**config.mk**
```make
export PLATFORM = sky130hd
export DESIGN_NAME = lcacc_ram
export DESIGN_NICKNAME = d
export VERILOG_FILES = /design/src/hdl/label_centroid_accumulator_unit_defines.svh /design/src/hdl/lcacc_ram.sv
export SDC_FILE = /design/constraint.sdc
export NUM_CORES = 1
export LEC_CHECK = 0
export ABC_AREA = 0
export BUFFER_PORTS_ARGS = -buffer_cell sky130_fd_sc_hd__buf_2
export CAP_MARGIN = 20
export CORE_ASPECT_RATIO = 0.7
export CORE_MARGIN = 3
export CORE_UTILIZATION = 60
export CTS_BUF_LIST = sky130_fd_sc_hd__clkbuf_16
export DETAILED_ROUTE_END_ITERATION = 12
export GPL_ROUTABILITY_DRIVEN = 1
export GPL_TIMING_DRIVEN = 1
export MAX_ROUTING_LAYER = met4
export PLACE_DENSITY = 0.77
export SLEW_MARGIN = 10
export SYNTH_ARGS = -nofsm -noshare
export SYNTH_HDL_FRONTEND = slang
export SYNTH_SLANG_ARGS = --single-unit
```
**constraint.sdc**
```tcl
create_clock -name clk -period 1.9 [get_ports clk]
set_clock_uncertainty 0.1 [all_clocks]
set_input_delay 0.19 -clock clk [delete_from_list [all_inputs] [get_ports clk]]
set_output_delay 0.19 -clock clk [all_outputs]
set_load 0.02 [all_outputs]
```
**src/hdl/label_centroid_accumulator_unit_defines.svh**
```systemverilog
// ----------------------------------------------------------------------------
// Label centroid accumulator: assertion macros
// Shared concurrent assertion forms used by the RTL modules of the block.
// ----------------------------------------------------------------------------
`ifndef LABEL_CENTROID_ACCUMULATOR_UNIT_DEFINES_SVH
`define LABEL_CENTROID_ACCUMULATOR_UNIT_DEFINES_SVH

// Same-cycle implication, disabled during reset
`define LCA_ASSERT_IMPL(label, clk, rst_n, ante, cons, msg) \
    label: assert property (@(posedge clk) disable iff (!rst_n) (ante) |-> (cons)) \
        else $error(msg);

// Next-cycle implication, disabled during reset
`define LCA_ASSERT_NEXT(label, clk, rst_n, ante, cons, msg) \
    label: assert property (@(posedge clk) disable iff (!rst_n) (ante) |=> (cons)) \
        else $error(msg);

`endif

```
**src/hdl/lcacc_ram.sv**
```systemverilog
// ----------------------------------------------------------------------------
// Generic simple dual-port RAM
// One write port, one read port, registered read; a read of the address
// written at the same edge returns the old contents.
// ----------------------------------------------------------------------------
module lcacc_ram #(
    parameter int WIDTH = 8,
    parameter int DEPTH = 16
) (
    input  logic                                     clk,
    input  logic                                     wr_en,
    input  logic [((DEPTH > 1) ? $clog2(DEPTH) : 1)-1:0] wr_addr,
    input  logic [WIDTH-1:0]                         wr_data,
    input  logic                                     rd_en,
    input  logic [((DEPTH > 1) ? $clog2(DEPTH) : 1)-1:0] rd_addr,
    output logic [WIDTH-1:0]                         rd_data
);

    logic [WIDTH-1:0] mem [DEPTH];

    // write port
    always_ff @(posedge clk)
    begin
        if (wr_en)
        begin
            mem[wr_addr] <= wr_data;
        end
    end

    // registered read port
    always_ff @(posedge clk)
    begin
        if (rd_en)
        begin
            rd_data <= mem[rd_addr];
        end
    end

endmodule

```
==> metrics.yaml <==
run_status:
  outcome: "complete, no violations"
die:
  fp.dieH_um: 84.1
  start_util: 0.639
  core_mm2: 0.00818
  die_area_mm2: 0.00989
  die_w_um: 118
  rows: 27
  io_pins: 27
power:
  peakVddDrop_uv: 881
  switching_share: 0.196
  internal_power_mw: 5.53
  p_clk_frac: 0.458
  combPwrFrac: 0.048
  power_switching_mw: 1.35
  power.leakage_nw: 2.12
  seqPwrFrac: 0.495
  power_density_mw_per_mm2: 1110
synth:
  ys_async_sr_fraction: 0
  synth_ff_type: "edfxtp_1"
  postSynthCellCount: 229
  yosysTopAreaCell: "edfxtp_1"
  synth_warnings: 0
  syn_avg_cell_area_um2: 22.8
  synth_most_common_cell: "edfxtp_1"
  syn_nets: 248
  yosys-top-cells-count: "136 x edfxtp_1, 18 x mux4_2, 16 x a22oi_1, 14 x mux4_1, 13 x nor2_1"
  synth_edf_count: 136
  synth_top_cell_area_share: 0.781
  ys_seq_elements: 136
  ys_top_cells_by_area: "edfxtp_1 78%, mux4_2 7.8%, mux4_1 7.0%"
  ys_seq_area_frac: 0.781
  syn-cell-area_mm2: 0.00523
  synthDistinctLibCells: 18
setup_path:
  arrival_ns: 1.78
  path_class: "register to register"
  end_kind: "register"
  crit_path_top_delay_cell: "mux4_2"
  worst_path_largest_cell_delay_ns: 0.49
  critPathRequiredTime_ns: 1.96
  crit_chain: "mux4_2 -> a22oi_1 -> buf_4 -> nand2_1"
  crit_path_start_kind: "register"
  cp_max_fo: 1
drt:
  drt_iter0_drc: 293
  vias_per_cell: 5.95
  maxUsedRoutingLayer: "met4"
  dr_wl_met3_um: 1070
  drc: 0
  drt_first_pass_iters: 5
  wl_per_cell_um: 23.9
  wl_met2_um: 4570
  wirelength_um: 9940
  final_antenna_net_count: 0
  vias: 2469
  wl_met1_um: 4260
sta:
  finalCriticalPeriod_ns: 1.72
  fin_crit_sh: 0.904
  grt_setup_unrepaired: "false"
  fmax_mhz: 582
  tightest_slew_ns: 0.419
  hold_violations: 0
  timing.slew.headroom: 0.720
  setup_ws_ns: 0.182
  final_max_slew_viol_count: 0
  hold_ws_ns: 0.0583
  tns_ns: 0
  final-setup-viol-count: 0
cts:
  cts_max_level: 4
  cts_tree: "built"
  cts_root_buffer: "clkbuf_16"
  clk_pin_slew_ns: 0.06
  cts_buffers: 17
  clk_latency_ns: 0.41
  postCtsSetupRepairBufs: 0
  cts_hold_buffers: 0
  cts_sinks: 136
  post_cts_resized: 0
  cts_buffer_depth: 2
final_layout:
  fill_cells: 439
  diodes: 0
  layout.nets: 305
  layout-drive-gt1-share: 0.308
  register_area_mm2: 0.00408
  multi_input_area_mm2: 0.00106
  area_delta_synth_final_pct: 18.1
hold_path:
  hold_path.class: "primary input to register"
global_routing:
  grt_max_degree: 33
  grt_pass1_vias: 2513
  grt_usage: 0.225
  grt_remaining_overflow: 0
  antenna_found_initial: 0
  grt_pass1_wl_um: 15100
job:
  drv_cap: 0
placed_design:
  dpl_worst_slack_ns: 0.0141
  dp_hpwl_um: 6170
  portBuffers: 26
  gp_routability_congestion: 0.728
-- cells in the final DEF, fill, tap and decap left out, drive strengths merged --
cell | netlist | layout
and2b | 1 | 1
or3b | 1 | 1
bufinv | 0 | 3
nor2b | 1 | 1
nand3b | 2 | 2
nand2b | 2 | 2
nor3 | 4 | 4
clkinvlp | 0 | 1
edfxtp | 136 | 136
buf | 7 | 48
and2 | 1 | 1
clkbuf | 0 | 17
nand3 | 1 | 1
nand2 | 9 | 9
inv | 0 | 3
nor2 | 13 | 13
clkinv | 0 | 8
a22oi | 16 | 16
mux4 | 32 | 32
-- routing by layer --
| layer | vias to the layer above | GRT usage |
|---|---|---|
| met3 | 4 | 0.0718 |
| li1 | 1099 | - |
| met2 | 132 | 0.310 |
| met4 | 0 | 0.0787 |
| met5 | - | - |
| met1 | 1234 | 0.324 |
-- cell type report --
cell class | count | area share
clock buffer | 17 | 0.0689
sequential | 136 | 0.661
multi-input combinational | 83 | 0.171
tap | 116 | 0.0235
timing repair buffer | 48 | 0.0519
clock inverter | 15 | 0.0233
-- critical path: cells and delay by family, from the launching register on --
| kind | cells | cell delay, ns |
|---|---|---|
| buf+inv | 1 | 0.17 |
| flops | 1 | 0.38 |
| compound gates | 1 | 0.27 |
| mux | 1 | 0.49 |
| simple gates | 1 | 0.05 |
-- state kept, by name, summed over array words and instances, names as in the netlist --
register  count
rd_data       8
mem         128
-- power groups by stage --
stage,clock (mW),sequential (mW),combinational [mW]
floorplan,0,3.47,0.171
global placement,0,3.46,0.323
detailed placement,0,3.46,0.332
CTS,3.19,3.40,0.332
global route,3.32,3.41,0.354
finish,3.15,3.40,0.328
-- path summary, 6_finish.rpt --
| path | slack, ns | startpoint | end | depth (start not counted) |
|---|---|---|---|---|
| worst max-delay path | 0.18 | mem[11][0] | rd_data[0] | 4 |
| worst min-delay path | 0.06 | rd_en | rd_data[0] | 1 |
| worst max register to register | 0.18 | mem[11][0] | rd_data[0] | 4 |
| worst min register to register | 0.65 | mem[8][3] | rd_data[3] | 3 |
-- cells by family (layout without fill, tap and decap cells) --
| kind of cell | after synthesis | in the layout | synth area share |
|---|---|---|---|
| AO/OA/AOI/OAI | 16 | 16 | 0.0230 |
| buffers and inverters | 10 | 80 | 0.0165 |
| flip-flops | 136 | 136 | 0.781 |
| multiplexers | 32 | 32 | 0.148 |
| AND/OR/NAND/NOR | 35 | 35 | 0.0314 |
-- stage by stage --
| step | std cells | util | power (mW) | area (um2) |
|---|---|---|---|---|
| 3_5_place_dp | 383 | 0.686 | 3.79 | 5610 |
| 5_1_grt | 415 | 0.755 | 7.08 | 6180 |
| 2_1_floorplan | 229 | - | 3.65 | 5230 |
| 4_1_cts | 415 | 0.755 | 6.92 | 6180 |
| 6_report | 415 | 0.755 | 6.88 | 6180 |
| 3_3_place_gp | 383 | 0.686 | 3.78 | 5610 |
No activity file was read; power rests on OpenSTA's default activity.
