[src/hdl/label_centroid_accumulator_unit_defines.svh]
// ----------------------------------------------------------------------------
// Label centroid accumulator: assertion macros
// Shared concurrent assertion forms used by the RTL modules of the block.
// ----------------------------------------------------------------------------
`ifndef LABEL_CENTROID_ACCUMULATOR_UNIT_DEFINES_SVH
`define LABEL_CENTROID_ACCUMULATOR_UNIT_DEFINES_SVH

// Same-cycle implication, disabled during reset
`define LCA_ASSERT_IMPL(label, clk, rst_n, ante, cons, msg) \
    label: assert property (@(posedge clk) disable iff (!rst_n) (ante) |-> (cons)) \
        else $error(msg);

// Next-cycle implication, disabled during reset
`define LCA_ASSERT_NEXT(label, clk, rst_n, ante, cons, msg) \
    label: assert property (@(posedge clk) disable iff (!rst_n) (ante) |=> (cons)) \
        else $error(msg);

`endif

[src/hdl/lcacc_pkg.sv]
// ----------------------------------------------------------------------------
// Label centroid accumulator package
// Field widths, default sizes, accumulator entry layout and divider status.
// ----------------------------------------------------------------------------
package lcacc_pkg;

    // default sizes
    localparam int MAX_CLUSTERS_DEF = 64;
    localparam int MAX_DIM_DEF      = 4096;

    // word field widths
    localparam int LABEL_W = 7;
    localparam int COORD_W = 12;
    localparam int IDX_W   = 6;
    localparam int CFG_W   = 7;

    // configuration register
    localparam int               CFG_MAX   = 127;
    localparam logic [CFG_W-1:0] CFG_RESET = 7'd64;

    // accumulator widths
    localparam int CNT_W  = 25;
    localparam int SUM_W  = 36;
    localparam int ACC_W  = CNT_W + 2 * SUM_W;

    // divider: quotient bits equal the coordinate width, one bit per cycle
    localparam int QUO_W     = COORD_W;
    localparam int DIV_SHIFT = QUO_W - 1;
    localparam int STEP_W    = $clog2(QUO_W);

    // one accumulator entry as stored in the RAM
    typedef struct packed {
        logic [CNT_W-1:0] cnt;
        logic [SUM_W-1:0] sum_x;
        logic [SUM_W-1:0] sum_y;
    } acc_entry_t;

    // divider status toward the readout sequencer
    typedef struct packed {
        logic             busy;
        logic             done;
        logic [QUO_W-1:0] quo_x;
        logic [QUO_W-1:0] quo_y;
    } div_res_t;

endpackage

[src/hdl/lcacc_div.sv]
// ----------------------------------------------------------------------------
// Centroid divider
// Restoring divider, one quotient bit per cycle, dividing both sums by the
// shared pixel count in parallel. The quotient is known to fit 12 bits.
// ----------------------------------------------------------------------------
module lcacc_div (
    input  logic                        clk,
    input  logic                        rst_n,
    input  logic                        start,
    input  logic [lcacc_pkg::SUM_W-1:0] dividend_x,
    input  logic [lcacc_pkg::SUM_W-1:0] dividend_y,
    input  logic [lcacc_pkg::CNT_W-1:0] divisor,
    output lcacc_pkg::div_res_t         res
);

    import lcacc_pkg::*;
    `include "label_centroid_accumulator_unit_defines.svh"

    logic              busy_reg, busy_next;
    logic              done_reg, done_next;
    logic [STEP_W-1:0] step_reg, step_next;
    logic [SUM_W-1:0]  rx_reg, rx_next;
    logic [SUM_W-1:0]  ry_reg, ry_next;
    logic [SUM_W-1:0]  d_reg, d_next;
    logic [QUO_W-1:0]  qx_reg, qx_next;
    logic [QUO_W-1:0]  qy_reg, qy_next;
    logic              ge_x, ge_y;
    logic              step_last;

    assign ge_x      = rx_reg >= d_reg;
    assign ge_y      = ry_reg >= d_reg;
    assign step_last = step_reg == STEP_W'(QUO_W - 1);

    // control
    always_comb
    begin
        busy_next = busy_reg;
        done_next = 1'b0;
        step_next = step_reg;
        if (start)
        begin
            busy_next = 1'b1;
            step_next = '0;
        end
        else if (busy_reg)
        begin
            step_next = step_reg + STEP_W'(1);
            if (step_last)
            begin
                busy_next = 1'b0;
                done_next = 1'b1;
            end
        end
    end

    // datapath: trial subtract, shift divisor right
    always_comb
    begin
        rx_next = rx_reg;
        ry_next = ry_reg;
        d_next  = d_reg;
        qx_next = qx_reg;
        qy_next = qy_reg;
        if (start)
        begin
            rx_next = dividend_x;
            ry_next = dividend_y;
            d_next  = {divisor, {DIV_SHIFT{1'b0}}};
            qx_next = '0;
            qy_next = '0;
        end
        else if (busy_reg)
        begin
            rx_next = ge_x ? (rx_reg - d_reg) : rx_reg;
            ry_next = ge_y ? (ry_reg - d_reg) : ry_reg;
            qx_next = {qx_reg[QUO_W-2:0], ge_x};
            qy_next = {qy_reg[QUO_W-2:0], ge_y};
            d_next  = d_reg >> 1;
        end
    end

    always_ff @(posedge clk or negedge rst_n)
    begin
        if (!rst_n)
        begin
            busy_reg <= 1'b0;
            done_reg <= 1'b0;
            step_reg <= '0;
        end
        else
        begin
            busy_reg <= busy_next;
            done_reg <= done_next;
            step_reg <= step_next;
        end
    end

    always_ff @(posedge clk)
    begin
        rx_reg <= rx_next;
        ry_reg <= ry_next;
        d_reg  <= d_next;
        qx_reg <= qx_next;
        qy_reg <= qy_next;
    end

    assign res.busy  = busy_reg;
    assign res.done  = done_reg;
    assign res.quo_x = qx_reg;
    assign res.quo_y = qy_reg;

    `LCA_ASSERT_IMPL(a_div_no_restart, clk, rst_n, start, !busy_reg, "divider restarted while busy")
    `LCA_ASSERT_NEXT(a_div_done_idle, clk, rst_n, done_reg, !busy_reg, "divider busy after done")
    `LCA_ASSERT_IMPL(a_div_done_excl, clk, rst_n, done_reg, !busy_reg, "divider done while busy")

endmodule

[config.mk]
export PLATFORM = sky130hd
export DESIGN_NAME = lcacc_div
export DESIGN_NICKNAME = d
export VERILOG_FILES = /design/src/hdl/lcacc_pkg.sv /design/src/hdl/lcacc_div.sv
export VERILOG_INCLUDE_DIRS = /design/src /design/src/hdl
export SDC_FILE = /design/constraint.sdc
export NUM_CORES = 1
export LEC_CHECK = 0
export ABC_AREA = 1
export ABC_CLOCK_PERIOD_IN_PS = 2800
export BUFFER_PORTS_ARGS = -buffer_cell sky130_fd_sc_hd__buf_2
export CAP_MARGIN = 25
export CORE_UTILIZATION = 45
export DETAILED_ROUTE_END_ITERATION = 8
export PLACE_DENSITY = 0.64
export SYNTH_ARGS = -nofsm -noshare
export SYNTH_HDL_FRONTEND = slang
export SYNTH_SLANG_ARGS = --single-unit
[constraint.sdc]
create_clock -name clk -period 2.8 [get_ports clk]
set_clock_uncertainty 0.15 [all_clocks]
set_input_delay 0.28 -clock clk [delete_from_list [all_inputs] [get_ports clk]]
set_output_delay 0.28 -clock clk [all_outputs]
set_load 0.01 [all_outputs]
==> reports/results.txt <==
The tools report the kind of capture point of the worst setup path as a flop. The post-route cell area is 0.0128 sq mm. TritonCTS built the clock tree. The worst setup path category is reg2reg. The number of filler cells placed in the layout was 2298.

Summed over all instances, the cell type with the most area after synthesis is edfxtp_1. For the worst flop-to-flop path, the logic depth is 13. The final layout contains 1935 nets. The cell family contributing the most delay on the critical path is simple AND/OR/NAND/NOR gates.

The path with the worst hold slack has its endpoint at d_reg[30]. By area the synthesized netlist is led by edfxtp_1 27%, nand2_1 20%, inv_1 8.7%. The tree built by TritonCTS fans out to 138 sinks.

For this run, the register share of the synthesized area comes to 35.3%. The worst setup path is launched from a flop. The number of max-cap violations is 0, and the number of buffers on the longest clock path is 2.

Derived from the worst setup path, the maximum achievable clock frequency is 384 MHz. The row count is 55. The worst register-to-register path has a setup slack of 190 ps. In the routed design, unresolved DRC markers number 0.

The y dimension of the die is 156 um, and the cell count after synthesis is 1580. For the critical path data arrival time, the log shows 2580 ps. The total area inside the core boundary comes to 0.0229 sq mm. For this run, the leading register cell type out of synthesis is edfxtp_1. After synthesis, the netlist uses 36 different library cells. IR analysis of the VDD net gives a maximum drop of 0.473 mV. For this run, asynchronously set or reset flops after synthesis account for 4.35%. Clock-pin slew was measured on the worst setup and hold paths at 60 ps. The initial detailed-routing violation count is 715, and the setup slack of the critical path after layout is 193 ps. The count of buffers from port buffering is 125, and the starting density of the core is 46.6%. Among all cell types in the netlist, the one instantiated most often is nand2_1. The top cell type by area accounts for 27.3% of the synthesized area. The run gives 430 ps as the insertion delay of the later-clocked pin in the worst-skew pair.

A synthesized cell averages 6.75 sq um. The largest fanout on the critical path came out at 30. By count the netlist is led by 562 x nand2_1, 247 x inv_1, 117 x nor2_1. Final hold violation count: 0.

Counting I/O delays and the setup requirement, the final critical path takes 2610 ps. The final count of pins violating max slew came out at 0. Routed wirelength normalized by instance count: 15.3 um. Number of storage elements in the synthesis netlist: 138.

The cell that appears most often on the critical path is nand2_1. For this run, the detailed router's first-pass iteration total came to 6. The number of antenna violations at the first check in global routing is 1, and the number of buffers and inverters on the critical path is 2. In this design, the stage delay of the slowest critical-path cell is 420 ps. The die covers 0.0243 sq mm. CTS built an H-tree with a depth of 4. In this run the tightest slew margin relative to its limit is 55.7%. The area growth from synthesis to final layout was 20.2%. The slowest stage of the critical path is the ha_1 cell. The number of buffers inserted by post-CTS setup repair came out at 0.

Timing analysis after detailed placement gives a worst setup slack of 187 ps. The worst register-to-register path ends at rx_reg[24]. Detailed placement ended at an HPWL of 25.5 mm. Dividing the detail-routed via count by the number of cells gives 5.02. The worst hold path belongs to the class in2reg. 126 I/O pins were placed.

The flow ran to the end, and the final reports show no timing, DRC or antenna violations. The run gives 2770 ps as the required time reported for the critical path endpoint. Global routing consumed, over all layers together, 26.6% of the routing resources. The routed layout has 10.5k vias. In this run, CTS created clock tree buffers numbering 17. The via count of the first global-routing pass was 9734. The share of cells above drive strength 1 was 12.8%.

Setup violations remaining at the end of the flow were counted as 0. The launching point of the worst reg2reg path is d_reg[8]. In this run the power density over the cells is 1060 mW/mm^2.

The count of warnings emitted by yosys is 0, and the final antenna-violating net count is 0. The synthesized netlist occupies a cell area of 0.0107 sq mm. The slew of the pin with the lowest slew margin came out at 664 ps. Summed over all layers, the global routing overflow is 0. Clock root buffer: clkbuf_16.

The logs give 0.0117 sq mm for the placed instance area and 49.1 mm for the global-route wire length before repair. In this run the static leakage power is 0.00645 uW. The die is 156 um wide. The hold-critical path depth came out at 3. The run gives 0.944 as the routability congestion estimate. Traced cell by cell, the critical path runs through inv_1, ha_1, nand2_2, nor2_4, nand2_1, nor3_1, nand3_1, nand3_1, nor2_1, nand2_1, nand2_1, nand2_2, buf_12.

Entering global routing, the biggest net connects 66 pins. The startpoint identified for the worst hold timing path is divisor[19]. When the netlist entered floorplanning its net count stood at 1755. The portion of the clock cycle consumed by the worst path in the final layout is 93.1%. In this run, synthesis inferred 97 flip-flops with an integrated enable. The routed design has 31.8 mm of wire.
per-layer routing:
layer,global-route usage (%),part of all wire (%),vias up
met5,0,0,-
li1,-,-,5421
met2,42.0,44,316
met3,2.92,5.5,34
met4,7.80,1.4,0
met1,38.1,49,4696
through the flow:
stage	utilization (%)	cells	setup TNS (ps)	power, uW	hold slack, ps
after global routing	56.0	2087	-3.99	14800	10.2
final	56.0	2087	0	13700	3.01
after detailed placement	51.0	2000	0	11200	-40.6
after CTS	55.9	2085	0	13600	1.03
after global placement	51.0	2000	0	11200	-40.6
after floorplan	-	1580	0	9190	-166
worst register-to-register path, stage by stage (launching register included):
cell and delay, ps:
dfxtp_1 320, inv_1 130, ha_1 420, nand2_2 130, nor2_4 140, nand2_1 80
nor3_1 170, nand3_1 100, nand3_1 100, nor2_1 40, nand2_1 130, nand2_1 80
nand2_2 100, buf_12 210
cell type report:
class | instances | area (sq um) | area share, %
Antenna cell | 1 | 2.50 | 0.0195
Clock buffer | 18 | 429 | 3.34
Clock inverter | 14 | 151 | 1.18
Inverter | 251 | 942 | 7.34
Multi-Input combinational cell | 1161 | 5850 | 45.6
Sequential cell | 138 | 3760 | 29.3
Tap cell | 313 | 392 | 3.05
Timing Repair Buffer | 191 | 1300 | 10.1
worst max-delay path by stage:
stage	start	endpoint	depth (start not counted)	slack, ps
finish	d_reg[8]	rx_reg[24]	13	190
global route	d_reg[8]	rx_reg[24]	13	-2
CTS	ry_reg[0]	ry_reg[7]	13	170
global placement	d_reg[0]	ry_reg[1]	12	230
detailed placement	d_reg[17]	rx_reg[33]	13	190
floorplan	ry_reg[0]	ry_reg[0]	12	280
kinds of logic after synthesis:
| kind of cell | share of synthesized area (%) |
|---|---|
| and+or+nand+nor | 34.2 |
| AOI/OAI and AO/OA | 9.98 |
| xor gates and xnor gates | 1.56 |
| adders and majority gates | 8.93 |
| DFF | 35.3 |
| buffers and inverters | 10.1 |
placed cells by master, fill, tap and decap left out, drive strengths merged, types with 5 or more instances in the layout:
master	netlist	layout
a21oi	70	70
and2	5	5
buf	11	137
clkbuf	19	18
dfrtp	6	6
dfxtp	35	35
dlygate4sd3	0	54
edfxtp	97	97
ha	73	73
inv	249	259
nand2	584	584
nand3	106	106
nand3b	11	11
nand4	6	6
nor2	126	126
nor3	15	15
o21ai	89	89
o21bai	9	9
o22ai	28	28
or2	14	14
xnor2	18	18
power breakdown:
group          switching, uW  internal [uW]
clock network            993           1260
logic                   5230           2850
registers                254           3050
total                   6480           7170
what timing repair did:
action,4_1_cts,5_1_grt
hold buffers,53,1
hold endpoints to repair,58,1
endpoints found under the setup margin,0,66
resized for setup,0,9
Power figures use the tool's default switching activity.
